===== src/rtl/core/i104_pkg.sv =====
// ----------------------------------------------------------------------------
// i104_pkg
// Shared types and constants of the IEC 104 master link controller.
// ----------------------------------------------------------------------------
package i104_pkg;

  localparam int unsigned SEQ_W      = 15;
  localparam int unsigned CFG_IDX_W  = 3;
  localparam int unsigned CFG_DATA_W = 15;
  localparam int unsigned IN_DATA_W  = 48;
  localparam int unsigned IN_USER_W  = 4;
  localparam int unsigned OUT_DATA_W = 40;
  localparam int unsigned OUT_USER_W = 3;

  localparam logic [1:0] MODE_FRAME = 2'd0;
  localparam logic [1:0] MODE_SLOT  = 2'd1;
  localparam logic [1:0] MODE_TICK  = 2'd2;
  localparam logic [1:0] MODE_START = 2'd3;

  localparam logic [1:0] KIND_I = 2'd0;
  localparam logic [1:0] KIND_S = 2'd1;
  localparam logic [1:0] KIND_U = 2'd2;

  localparam logic [7:0] U_STARTDT_ACT = 8'h07;
  localparam logic [7:0] U_STARTDT_CON = 8'h0b;
  localparam logic [7:0] U_TESTFR_ACT  = 8'h43;
  localparam logic [7:0] U_TESTFR_CON  = 8'h83;

  localparam logic [2:0] ACT_NONE     = 3'd0;
  localparam logic [2:0] ACT_SEND_U   = 3'd1;
  localparam logic [2:0] ACT_SEND_S   = 3'd2;
  localparam logic [2:0] ACT_SEND_I   = 3'd3;
  localparam logic [2:0] ACT_DROP     = 3'd4;
  localparam logic [2:0] ACT_INTERROG = 3'd5;

  localparam logic [3:0] RETRY_LIMIT  = 4'd10;
  localparam logic [7:0] MAX_ASDU_LEN = 8'd249;

  localparam logic [CFG_IDX_W-1:0] REG_RUN_ENABLE = 3'd0;
  localparam logic [CFG_IDX_W-1:0] REG_ACK_TMO    = 3'd1;
  localparam logic [CFG_IDX_W-1:0] REG_TEST_TMO   = 3'd2;
  localparam logic [CFG_IDX_W-1:0] REG_K_MAX      = 3'd3;
  localparam logic [CFG_IDX_W-1:0] REG_W_MAX      = 3'd4;

  localparam logic [7:0]       RST_ACK_TMO  = 8'd10;
  localparam logic [7:0]       RST_TEST_TMO = 8'd20;
  localparam logic [SEQ_W-1:0] RST_K_MAX    = 15'd12;
  localparam logic [7:0]       RST_W_MAX    = 8'd8;

  typedef enum logic [5:0] {
    ST_INIT        = 6'b000001,
    ST_NODATA      = 6'b000010,
    ST_NORMAL      = 6'b000100,
    ST_TESTACT     = 6'b001000,
    ST_TESTCONFIRM = 6'b010000,
    ST_CALLALL     = 6'b100000
  } link_state_t;

  typedef struct packed {
    logic             run_enable;
    logic [7:0]       ack_timeout_s;
    logic [7:0]       test_timeout_s;
    logic [SEQ_W-1:0] k_window_max;
    logic [7:0]       w_window_max;
  } cfg_t;

  typedef struct packed {
    logic [1:0]       mode;
    logic [1:0]       frame_kind;
    logic [7:0]       u_code;
    logic [SEQ_W-1:0] peer_send_no;
    logic [SEQ_W-1:0] peer_recv_no;
    logic             queue_has_data;
    logic [7:0]       head_length;
  } item_t;

endpackage


===== src/rtl/core/i104_cfg_regs.sv =====
// ----------------------------------------------------------------------------
// i104_cfg_regs
// Configuration register file written over the cfg request channel.
// ----------------------------------------------------------------------------
module i104_cfg_regs
  import i104_pkg::*;
(
  input  logic                  clk,
  input  logic                  rst_n,
  input  logic                  cfg_valid,
  output logic                  cfg_ready,
  input  logic [CFG_IDX_W-1:0]  cfg_index,
  input  logic [CFG_DATA_W-1:0] cfg_data,
  output cfg_t                  cfg
);

  cfg_t cfg_r;
  cfg_t cfg_nxt;

  assign cfg_ready = 1'b1;
  assign cfg       = cfg_r;

  always_comb begin
    cfg_nxt = cfg_r;
    if (cfg_valid) begin
      case (cfg_index)
        REG_RUN_ENABLE: cfg_nxt.run_enable     = cfg_data[0];
        REG_ACK_TMO:    cfg_nxt.ack_timeout_s  = cfg_data[7:0];
        REG_TEST_TMO:   cfg_nxt.test_timeout_s = cfg_data[7:0];
        REG_K_MAX:      cfg_nxt.k_window_max   = cfg_data[SEQ_W-1:0];
        REG_W_MAX:      cfg_nxt.w_window_max   = cfg_data[7:0];
        default:        cfg_nxt = cfg_r;
      endcase
    end
  end

  always_ff @(posedge clk) begin
    if (!rst_n) begin
      cfg_r.run_enable     <= 1'b0;
      cfg_r.ack_timeout_s  <= RST_ACK_TMO;
      cfg_r.test_timeout_s <= RST_TEST_TMO;
      cfg_r.k_window_max   <= RST_K_MAX;
      cfg_r.w_window_max   <= RST_W_MAX;
    end else begin
      cfg_r <= cfg_nxt;
    end
  end

endmodule


===== src/rtl/core/i104_in_reg.sv =====
// ----------------------------------------------------------------------------
// i104_in_reg
// Input register: unpacks and holds one request until the core takes it.
// ----------------------------------------------------------------------------
module i104_in_reg
  import i104_pkg::*;
(
  input  logic                 clk,
  input  logic                 rst_n,
  input  logic                 in_tvalid,
  output logic                 in_tready,
  input  logic [IN_DATA_W-1:0] in_tdata,
  input  logic [IN_USER_W-1:0] in_tuser,
  input  logic                 take,
  output logic                 item_valid,
  output item_t                item
);

  logic  valid_r;
  logic  valid_nxt;
  item_t item_r;
  item_t item_in;

  assign in_tready  = !valid_r || take;
  assign item_valid = valid_r;
  assign item       = item_r;

  always_comb begin
    item_in.mode           = in_tuser[1:0];
    item_in.frame_kind     = in_tuser[3:2];
    item_in.u_code         = in_tdata[7:0];
    item_in.peer_send_no   = in_tdata[22:8];
    item_in.peer_recv_no   = in_tdata[37:23];
    item_in.queue_has_data = in_tdata[38];
    item_in.head_length    = in_tdata[46:39];
  end

  always_comb begin
    valid_nxt = valid_r;
    if (in_tready) begin
      valid_nxt = in_tvalid;
    end
  end

  always_ff @(posedge clk) begin
    if (!rst_n) begin
      valid_r <= 1'b0;
    end else begin
      valid_r <= valid_nxt;
    end
  end

  always_ff @(posedge clk) begin
    if (in_tvalid && in_tready) begin
      item_r <= item_in;
    end
  end

endmodule


===== src/rtl/core/i104_link_ctrl.sv =====
// ----------------------------------------------------------------------------
// i104_link_ctrl
// Link state, sequence counters and timers; one action per request into the
// result register.
// ----------------------------------------------------------------------------
module i104_link_ctrl
  import i104_pkg::*;
#(
  parameter int unsigned SEQ_BITS = 15
)
(
  input  logic                  clk,
  input  logic                  rst_n,
  input  cfg_t                  cfg,
  input  logic                  item_valid,
  input  item_t                 item,
  output logic                  take,
  output logic                  out_tvalid,
  input  logic                  out_tready,
  output logic [OUT_DATA_W-1:0] out_tdata,
  output logic [OUT_USER_W-1:0] out_tuser
);

  link_state_t         state_r,      state_nxt;
  logic [SEQ_BITS-1:0] own_send_r,   own_send_nxt;
  logic [SEQ_BITS-1:0] own_recv_r,   own_recv_nxt;
  logic [SEQ_BITS-1:0] unacked_r,    unacked_nxt;
  logic [7:0]          unconf_r,     unconf_nxt;
  logic [7:0]          idle_r,       idle_nxt;
  logic                ack_pend_r,   ack_pend_nxt;
  logic [3:0]          retry_r,      retry_nxt;

  logic                out_valid_r;
  logic [2:0]          out_action_r, action_nxt;
  logic [7:0]          out_ucode_r,  ucode_nxt;
  logic [SEQ_W-1:0]    out_send_r,   send_out_nxt;
  logic [SEQ_W-1:0]    out_recv_r,   recv_out_nxt;

  logic [SEQ_BITS-1:0] peer_ns;
  logic [SEQ_BITS-1:0] peer_nr;
  logic [SEQ_BITS-1:0] k_from_peer;
  logic [7:0]          unconf_inc;
  logic [3:0]          retry_inc;
  logic                ack_due;
  logic                can_send;
  logic                bad_len;

  assign take       = item_valid && (!out_valid_r || out_tready);
  assign out_tvalid = out_valid_r;
  assign out_tuser  = out_action_r;
  assign out_tdata  = {2'b00, out_recv_r, out_send_r, out_ucode_r};

  assign peer_ns     = item.peer_send_no[SEQ_BITS-1:0];
  assign peer_nr     = item.peer_recv_no[SEQ_BITS-1:0];
  assign k_from_peer = own_send_r - peer_nr;
  assign unconf_inc  = (unconf_r == 8'hff) ? unconf_r : unconf_r + 8'd1;
  assign retry_inc   = retry_r + 4'd1;
  assign ack_due     = (state_r == ST_NORMAL) ||
                       (ack_pend_r && (idle_r > cfg.ack_timeout_s));
  assign can_send    = item.queue_has_data &&
                       (SEQ_W'(unacked_r) < cfg.k_window_max);
  assign bad_len     = (item.head_length == 8'd0) || (item.head_length > MAX_ASDU_LEN);

  always_comb begin
    state_nxt    = state_r;
    own_send_nxt = own_send_r;
    own_recv_nxt = own_recv_r;
    unacked_nxt  = unacked_r;
    unconf_nxt   = unconf_r;
    idle_nxt     = idle_r;
    ack_pend_nxt = ack_pend_r;
    retry_nxt    = retry_r;
    action_nxt   = ACT_NONE;
    ucode_nxt    = 8'd0;
    send_out_nxt = '0;
    recv_out_nxt = '0;
    if (cfg.run_enable) begin
      case (item.mode)
        MODE_FRAME: begin
          if (item.frame_kind == KIND_I || item.frame_kind == KIND_S ||
              item.frame_kind == KIND_U) begin
            idle_nxt = 8'd0;
          end
          case (item.frame_kind)
            KIND_U: begin
              if (item.u_code == U_STARTDT_CON) begin
                action_nxt = ACT_INTERROG;
                state_nxt  = ST_CALLALL;
              end else if (item.u_code == U_TESTFR_ACT) begin
                state_nxt = ST_TESTCONFIRM;
              end else if (item.u_code == U_TESTFR_CON) begin
                state_nxt = ST_NODATA;
              end
            end
            KIND_S: begin
              unacked_nxt = k_from_peer;
            end
            KIND_I: begin
              own_recv_nxt = peer_ns + SEQ_BITS'(1);
              unconf_nxt   = unconf_inc;
              unacked_nxt  = k_from_peer;
              ack_pend_nxt = 1'b1;
              state_nxt    = (unconf_inc >= cfg.w_window_max) ? ST_NORMAL : ST_NODATA;
            end
            default: begin
            end
          endcase
        end
        MODE_SLOT: begin
          if (state_r == ST_INIT) begin
            retry_nxt = retry_inc;
            if (retry_inc > RETRY_LIMIT) begin
              retry_nxt  = 4'd0;
              action_nxt = ACT_SEND_U;
              ucode_nxt  = U_STARTDT_ACT;
              state_nxt  = ST_NODATA;
            end
          end else if (ack_due) begin
            action_nxt   = ACT_SEND_S;
            recv_out_nxt = SEQ_W'(own_recv_r);
            unconf_nxt   = 8'd0;
            ack_pend_nxt = 1'b0;
            state_nxt    = ST_NODATA;
          end else if (state_r == ST_TESTACT) begin
            action_nxt = ACT_SEND_U;
            ucode_nxt  = U_TESTFR_ACT;
            state_nxt  = ST_NODATA;
          end else if (state_r == ST_TESTCONFIRM) begin
            action_nxt = ACT_SEND_U;
            ucode_nxt  = U_TESTFR_CON;
            state_nxt  = ST_NODATA;
          end else if (can_send) begin
            if (bad_len) begin
              action_nxt = ACT_DROP;
            end else begin
              action_nxt   = ACT_SEND_I;
              send_out_nxt = SEQ_W'(own_send_r);
              recv_out_nxt = SEQ_W'(own_recv_r);
              unacked_nxt  = unacked_r + SEQ_BITS'(1);
              own_send_nxt = own_send_r + SEQ_BITS'(1);
              unconf_nxt   = 8'd0;
            end
          end else if (idle_r > cfg.test_timeout_s) begin
            state_nxt = ST_TESTACT;
            idle_nxt  = 8'd0;
          end
        end
        MODE_TICK: begin
          if (idle_r != 8'hff) begin
            idle_nxt = idle_r + 8'd1;
          end
        end
        MODE_START: begin
          state_nxt    = ST_INIT;
          own_send_nxt = '0;
          own_recv_nxt = '0;
          unacked_nxt  = '0;
          unconf_nxt   = 8'd0;
          idle_nxt     = 8'd0;
          ack_pend_nxt = 1'b0;
          retry_nxt    = 4'd0;
        end
        default: begin
        end
      endcase
    end
  end

  always_ff @(posedge clk) begin
    if (!rst_n) begin
      state_r     <= ST_INIT;
      own_send_r  <= '0;
      own_recv_r  <= '0;
      unacked_r   <= '0;
      unconf_r    <= 8'd0;
      idle_r      <= 8'd0;
      ack_pend_r  <= 1'b0;
      retry_r     <= 4'd0;
      out_valid_r <= 1'b0;
    end else begin
      if (take) begin
        state_r    <= state_nxt;
        own_send_r <= own_send_nxt;
        own_recv_r <= own_recv_nxt;
        unacked_r  <= unacked_nxt;
        unconf_r   <= unconf_nxt;
        idle_r     <= idle_nxt;
        ack_pend_r <= ack_pend_nxt;
        retry_r    <= retry_nxt;
      end
      if (take) begin
        out_valid_r <= 1'b1;
      end else if (out_tready) begin
        out_valid_r <= 1'b0;
      end
    end
  end

  always_ff @(posedge clk) begin
    if (take) begin
      out_action_r <= action_nxt;
      out_ucode_r  <= ucode_nxt;
      out_send_r   <= send_out_nxt;
      out_recv_r   <= recv_out_nxt;
    end
  end

`ifndef NO_ASSERTIONS
  a_retry_bound: assert property (@(posedge clk) disable iff (!rst_n)
    retry_r <= RETRY_LIMIT)
    else $error("start retry counter passed its limit");

  a_ucode_only_u: assert property (@(posedge clk) disable iff (!rst_n)
    (out_valid_r && out_action_r != ACT_SEND_U) |-> (out_ucode_r == 8'd0))
    else $error("U code on a non-U action");

  a_send_only_i: assert property (@(posedge clk) disable iff (!rst_n)
    (out_valid_r && out_action_r != ACT_SEND_I) |-> (out_send_r == '0))
    else $error("send number on a non-I action");

  a_halted_holds: assert property (@(posedge clk) disable iff (!rst_n)
    (take && !cfg.run_enable) |=> ($stable(state_r) && $stable(own_send_r) &&
                                   $stable(idle_r) && out_action_r == ACT_NONE))
    else $error("state moved while not running");
`endif

endmodule


===== src/rtl/core/iec104_master_link_control.sv =====
// An accepted request is held in the input register, then its action is
// written into the result register. Throughput: one request per cycle
// unless out_tready stalls the result register; the state update is a single
// pass of compares and increments between the input and result registers.
// Reset (rst_n low, synchronous) returns the link to INIT with all counters
// cleared, the configuration registers to their defaults and both channels
// to empty.
// ----------------------------------------------------------------------------
// iec104_master_link_control
// Master-side IEC 104 APCI link controller: one action per request.
// ----------------------------------------------------------------------------
module iec104_master_link_control
  import i104_pkg::*;
#(
  parameter int unsigned SEQ_BITS = 15
)
(
  input  logic                  clk,
  input  logic                  rst_n,
  input  logic                  in_tvalid,
  output logic                  in_tready,
  // [7:0] u_code, [22:8] peer_send_no, [37:23] peer_recv_no,
  // [38] queue_has_data, [46:39] head_length, [47] zero
  input  logic [IN_DATA_W-1:0]  in_tdata,
  // [1:0] mode, [3:2] frame_kind
  input  logic [IN_USER_W-1:0]  in_tuser,
  output logic                  out_tvalid,
  input  logic                  out_tready,
  // [7:0] u_code_out, [22:8] send_no_out, [37:23] recv_no_out, [39:38] zero
  output logic [OUT_DATA_W-1:0] out_tdata,
  // [2:0] action
  output logic [OUT_USER_W-1:0] out_tuser,
  input  logic                  cfg_valid,
  output logic                  cfg_ready,
  input  logic [CFG_IDX_W-1:0]  cfg_index,
  input  logic [CFG_DATA_W-1:0] cfg_data
);

  cfg_t  cfg;
  item_t item;
  logic  item_valid;
  logic  take;

  i104_cfg_regs u_cfg (
    .clk       (clk),
    .rst_n     (rst_n),
    .cfg_valid (cfg_valid),
    .cfg_ready (cfg_ready),
    .cfg_index (cfg_index),
    .cfg_data  (cfg_data),
    .cfg       (cfg)
  );

  i104_in_reg u_in (
    .clk        (clk),
    .rst_n      (rst_n),
    .in_tvalid  (in_tvalid),
    .in_tready  (in_tready),
    .in_tdata   (in_tdata),
    .in_tuser   (in_tuser),
    .take       (take),
    .item_valid (item_valid),
    .item       (item)
  );

  i104_link_ctrl #(
    .SEQ_BITS (SEQ_BITS)
  ) u_ctrl (
    .clk        (clk),
    .rst_n      (rst_n),
    .cfg        (cfg),
    .item_valid (item_valid),
    .item       (item),
    .take       (take),
    .out_tvalid (out_tvalid),
    .out_tready (out_tready),
    .out_tdata  (out_tdata),
    .out_tuser  (out_tuser)
  );

endmodule

===== config.mk =====
export PLATFORM = sky130hd
export DESIGN_NAME = iec104_master_link_control
export DESIGN_NICKNAME = d
export VERILOG_FILES = /design/src/rtl/core/i104_pkg.sv /design/src/rtl/core/i104_cfg_regs.sv /design/src/rtl/core/i104_in_reg.sv /design/src/rtl/core/i104_link_ctrl.sv /design/src/rtl/core/iec104_master_link_control.sv
export SDC_FILE = /design/constraint.sdc
export NUM_CORES = 1
export LEC_CHECK = 0
export CAP_MARGIN = 20
export CELL_PAD_IN_SITES_DETAIL_PLACEMENT = 0
export CELL_PAD_IN_SITES_GLOBAL_PLACEMENT = 1
export CORE_ASPECT_RATIO = 1.1
export CORE_MARGIN = 2
export CORE_UTILIZATION = 40
export DETAILED_ROUTE_END_ITERATION = 10
export DONT_BUFFER_PORTS = 1
export GPL_TIMING_DRIVEN = 0
export PLACE_DENSITY_LB_ADDON = 0.1
export SLEW_MARGIN = 30
export SYNTH_ARGS = -nofsm -noshare
export SYNTH_HDL_FRONTEND = slang
export SYNTH_HIERARCHICAL = 1
export SYNTH_SLANG_ARGS = --single-unit

===== constraint.sdc =====
create_clock -name clk -period 3.81 [get_ports clk]
set_input_delay 0.381 -clock clk [delete_from_list [all_inputs] [get_ports clk]]
set_output_delay 0.381 -clock clk [all_outputs]
set_load 0.02 [all_outputs]

==> summary.txt <==
Clock tree
  – Max Root-Sink Buffers: 3
  – CTS sink cnt: 202
  – Clk slew on worst S/H paths: 0.06 ns
  – CTS buffer count: 24
  – CTS tree: done
  – Worst-skew pair later-pin latency: 0.53 ns
  – H-tree levels: 1
  – Clock root buffer: clkbuf_16

Drt
  – DR iter-0 viols: 489
  – DR pass1 iterations: 4
  – DRC: 0
  – Routed WL: 25,800 um
  – Via count: 7,774
  – WL per Instance: approximately 17 um
  – DR vias/cell: 5.13
  – Post-route ant nets: 0

Placement
  – Post-DP Area: 10,700 sq um
  – DP HPWL: 18,800 um
  – IO buf count: 0
  – Pre-CTS setup slack: ~0.37 ns
  – Routability Congestion: 0.803

Die
  – Die width: between 150 and 200 um
  – Die outline height: 172 um
  – Site row count: 61
  – Core Footprint: 25,300 sq um
  – Initial Utilization: 40.6%
  – # IOs: 121
  – Die area: between 20,000 and 30,000 sq um

Yosys
  – Post-synth top flop: dfxtp_1
  – Cell count after synthesis: 1,063
  – Cell accounting for the most synthesized area: edfxtp_1
  – Fraction of post-synthesis cell area in the top cell type by area: 25.8%
  – Synthesized-area fraction occupied by xor and xnor cells: 3.50%
  – Mapped Area: 10,300 sq um
  – Synth unique cells: 74
  – Asr flop ratio synth: 0%
  – Synth area leaders: edfxtp_1, dfxtp_1, ha_1
  – Simple-Gate Fraction of Synth Area: 19.7%
  – Syn. warnings: 6
  – EDFF count, synth: 88
  – Synthesized flop and latch total: around 200
  – Avg Synthesized Cell Area: 9.64 sq um
  – Compound-Gate Fraction of Synth Area: 12.2%
  – Adder-Cell Fraction of Synth Area: 7.40%
  – Multiplexer share of the synthesized area: 4.21%
  – Largest family of logic cells by synthesized area: simple AND/OR/NAND/NOR gates
  – Sequential-to-total area share from yosys stat: a little under 50%

Timing
  – Min Clock Period, post-route: 3.46 ns
  – Setup violations, final: 0
  – Fmax: between 200 and 300 MHz
  – Max-slew headroom: 35.6%
  – Fin. max-slew vios: 0
  – Final Hold Viols: 0
  – Tcrit/Tclk final: 90.8%
  – RSZ-0062 raised after global routing: false
  – Final worst setup slack: 0.349 ns
  – Worst Clk Skew: 0.0225 ns
  – Worst Tran Pin Value: 0.953 ns

Layout
  – Seq. cell area: 4920 sq um
  – Multi-input logic area: 4850 sq um
  – Area Growth Syn to Fin: 17.4%
  – Share of cells above drive strength 1: about 6.7%
  – Finished Cell Area: 12,000 sq um
  – Fillers: around 2,400
  – NumNets Final: 1,286
  – Antenna Cells: 0

Status
  – Outcome: completed

Power
  – Final Power: 4.83 mW
  – PwrDens: 401 nW/um^2
  – LEAKAGE: 4.57 nW
  – Peak VDD IR: 0.340 mV

Worst hold path
  – Tightest Hold Check Type: primary input to register

Critical path
  – Startpoint Class: register
  – Crit path DAT: 3.92 ns
  – CP required: 4.27 ns
  – Worst setup path class: register to register
  – Worst Setup End Kind: register
  – Crit-path max FO: 6

Global route
  – GRT overflow: 0
  – GRT Util Overall: between 10% and 20%
  – Vias in the first global route: 7,694
  – First-pass GRT wire length: 41,300 um
  – Initial antenna violation count: 0
  – Largest net degree at the start of global routing: 52

Job
  – Max Cap Viol: 0
registers in the layout (all words and copies together) (netlist names), 4 cells and up:
name and flops:
u_in/item 51, u_ctrl/unacked_r 15, u_ctrl/unconf_r 8, u_ctrl/retry_r 4
u_cfg/cfg 40, u_ctrl/own_send_r 15, u_ctrl/out_recv_r 15, u_ctrl/out_send_r 15
u_ctrl/state_r 6, u_ctrl/own_recv_r 15, u_ctrl/out_ucode_r 4, u_ctrl/idle_r 8
metal layers:
metal	share of wire [%]	up-vias	track usage, %	wire [um]
li1	-	3970	-	-
met3	3.5	34	2.63	907
met1	46	3634	25.9	12000
met5	0	-	0	0
met2	49	136	34.2	12600
met4	1.3	0	3.87	344
repair_timing:
| item | in CTS | in global routing |
|---|---|---|
| resized for setup | 0 | 0 |
| hold buffers | 56 | 1 |
| hold endpoints to repair | 55 | 1 |
| endpoints found under the setup margin | 0 | 0 |
| setup buffers | 0 | 0 |
power breakdown:
group,switching (mW),total (mW),internal [mW]
combinational,0.181,0.305,0.124
sequential,0.0621,2.40,2.34
clock,0.898,2.12,1.23
total,1.14,4.83,3.69
final timing paths:
kind	to	cells past startpoint	slack [ns]	from
setup reg to reg	u_ctrl/own_send_r[13]	9	0.35	u_ctrl/unacked_r[10]
hold reg to reg	u_cfg/cfg[21]	2	0.45	u_cfg/cfg[21]
setup / recovery	u_ctrl/own_send_r[13]	9	0.35	u_ctrl/unacked_r[10]
hold / removal	u_cfg/cfg[22]	2	0.02	cfg_data[14]
cell families (layout without fill, tap and decap cells):
kind of cell | count (synthesis) | in the layout
buffers and inverters | 115 | 217
AOI/OAI and AO/OA | 196 | 196
muxes | 43 | 43
DFF | 202 | 202
adders and majority gates | 60 | 60
xor gates and xnor gates | 41 | 41
and+or+nand+nor | 404 | 404
other | 2 | 6
synthesized netlist by cell type, types with 11 or more instances:
| cell | instances |
|---|---|
| a21oi_1 | 53 |
| a22oi_1 | 17 |
| a31oi_1 | 14 |
| and2_1 | 32 |
| and3_1 | 12 |
| clkbuf_1 | 26 |
| dfxtp_1 | 114 |
| edfxtp_1 | 88 |
| ha_1 | 59 |
| inv_1 | 68 |
| mux2i_1 | 42 |
| nand2_1 | 114 |
| nand3_1 | 41 |
| nand4_1 | 15 |
| nor2_1 | 86 |
| nor2b_1 | 21 |
| nor3_1 | 25 |
| nor4_1 | 12 |
| o21ai_0 | 42 |
| xnor2_1 | 30 |
| xor2_1 | 11 |
stage by stage:
stage               util (%)  TNS, ns  instances  hold slack (ns)
detailed placement      42.5        0       1414            0.450
global route            47.6        0       1515          0.00218
CTS                     47.6        0       1514         0.000840
global placement        42.4    -3.93       1413            0.445
floorplan                  -        0       1067            0.434
finish                  47.6        0       1515           0.0210
worst max-delay path: stages, from the launching register on:
cell and delay, ns:
dfxtp_1 0.49, ha_1 0.32, and2_4 0.18, a221oi_2 0.24
o2111ai_1 0.17, a211oi_2 0.60, a21oi_2 0.18, or4_4 0.59
or4_1 0.48, a21oi_1 0.15
cell type report:
type | count | share of cell area [%]
clock buffer | 29 | 5.15
sequential | 202 | 40.9
tap | 346 | 3.60
multi-input combinational | 750 | 40.3
inverter | 68 | 2.12
buffer | 47 | 2.00
clock inverter | 15 | 0.946
timing repair buffer | 58 | 4.97
cell usage in the layout (no fill, tap or decap), types with 7 or more instances in the layout:
master and instances:
nor2_1 86, buf_2 8, o21ai_0 42, edfxtp_1 88
nor3_1 25, mux2i_1 42, nand2_1 114, xor2_1 11
buf_4 8, o22ai_1 7, inv_1 68, dlygate4sd3_1 57
a22oi_1 17, dfxtp_1 114, nor2b_1 21, o21a_1 8
nand3_1 41, clkbuf_16 24, xnor2_1 30, and2_1 31
a31oi_1 14, ha_1 59, clkbuf_1 31, and3_1 12
nor4_1 12, nand4_1 15, a21o_1 7, nand2b_1 10
a21oi_1 53
Note: power is estimated with default switching activity, not from simulation.
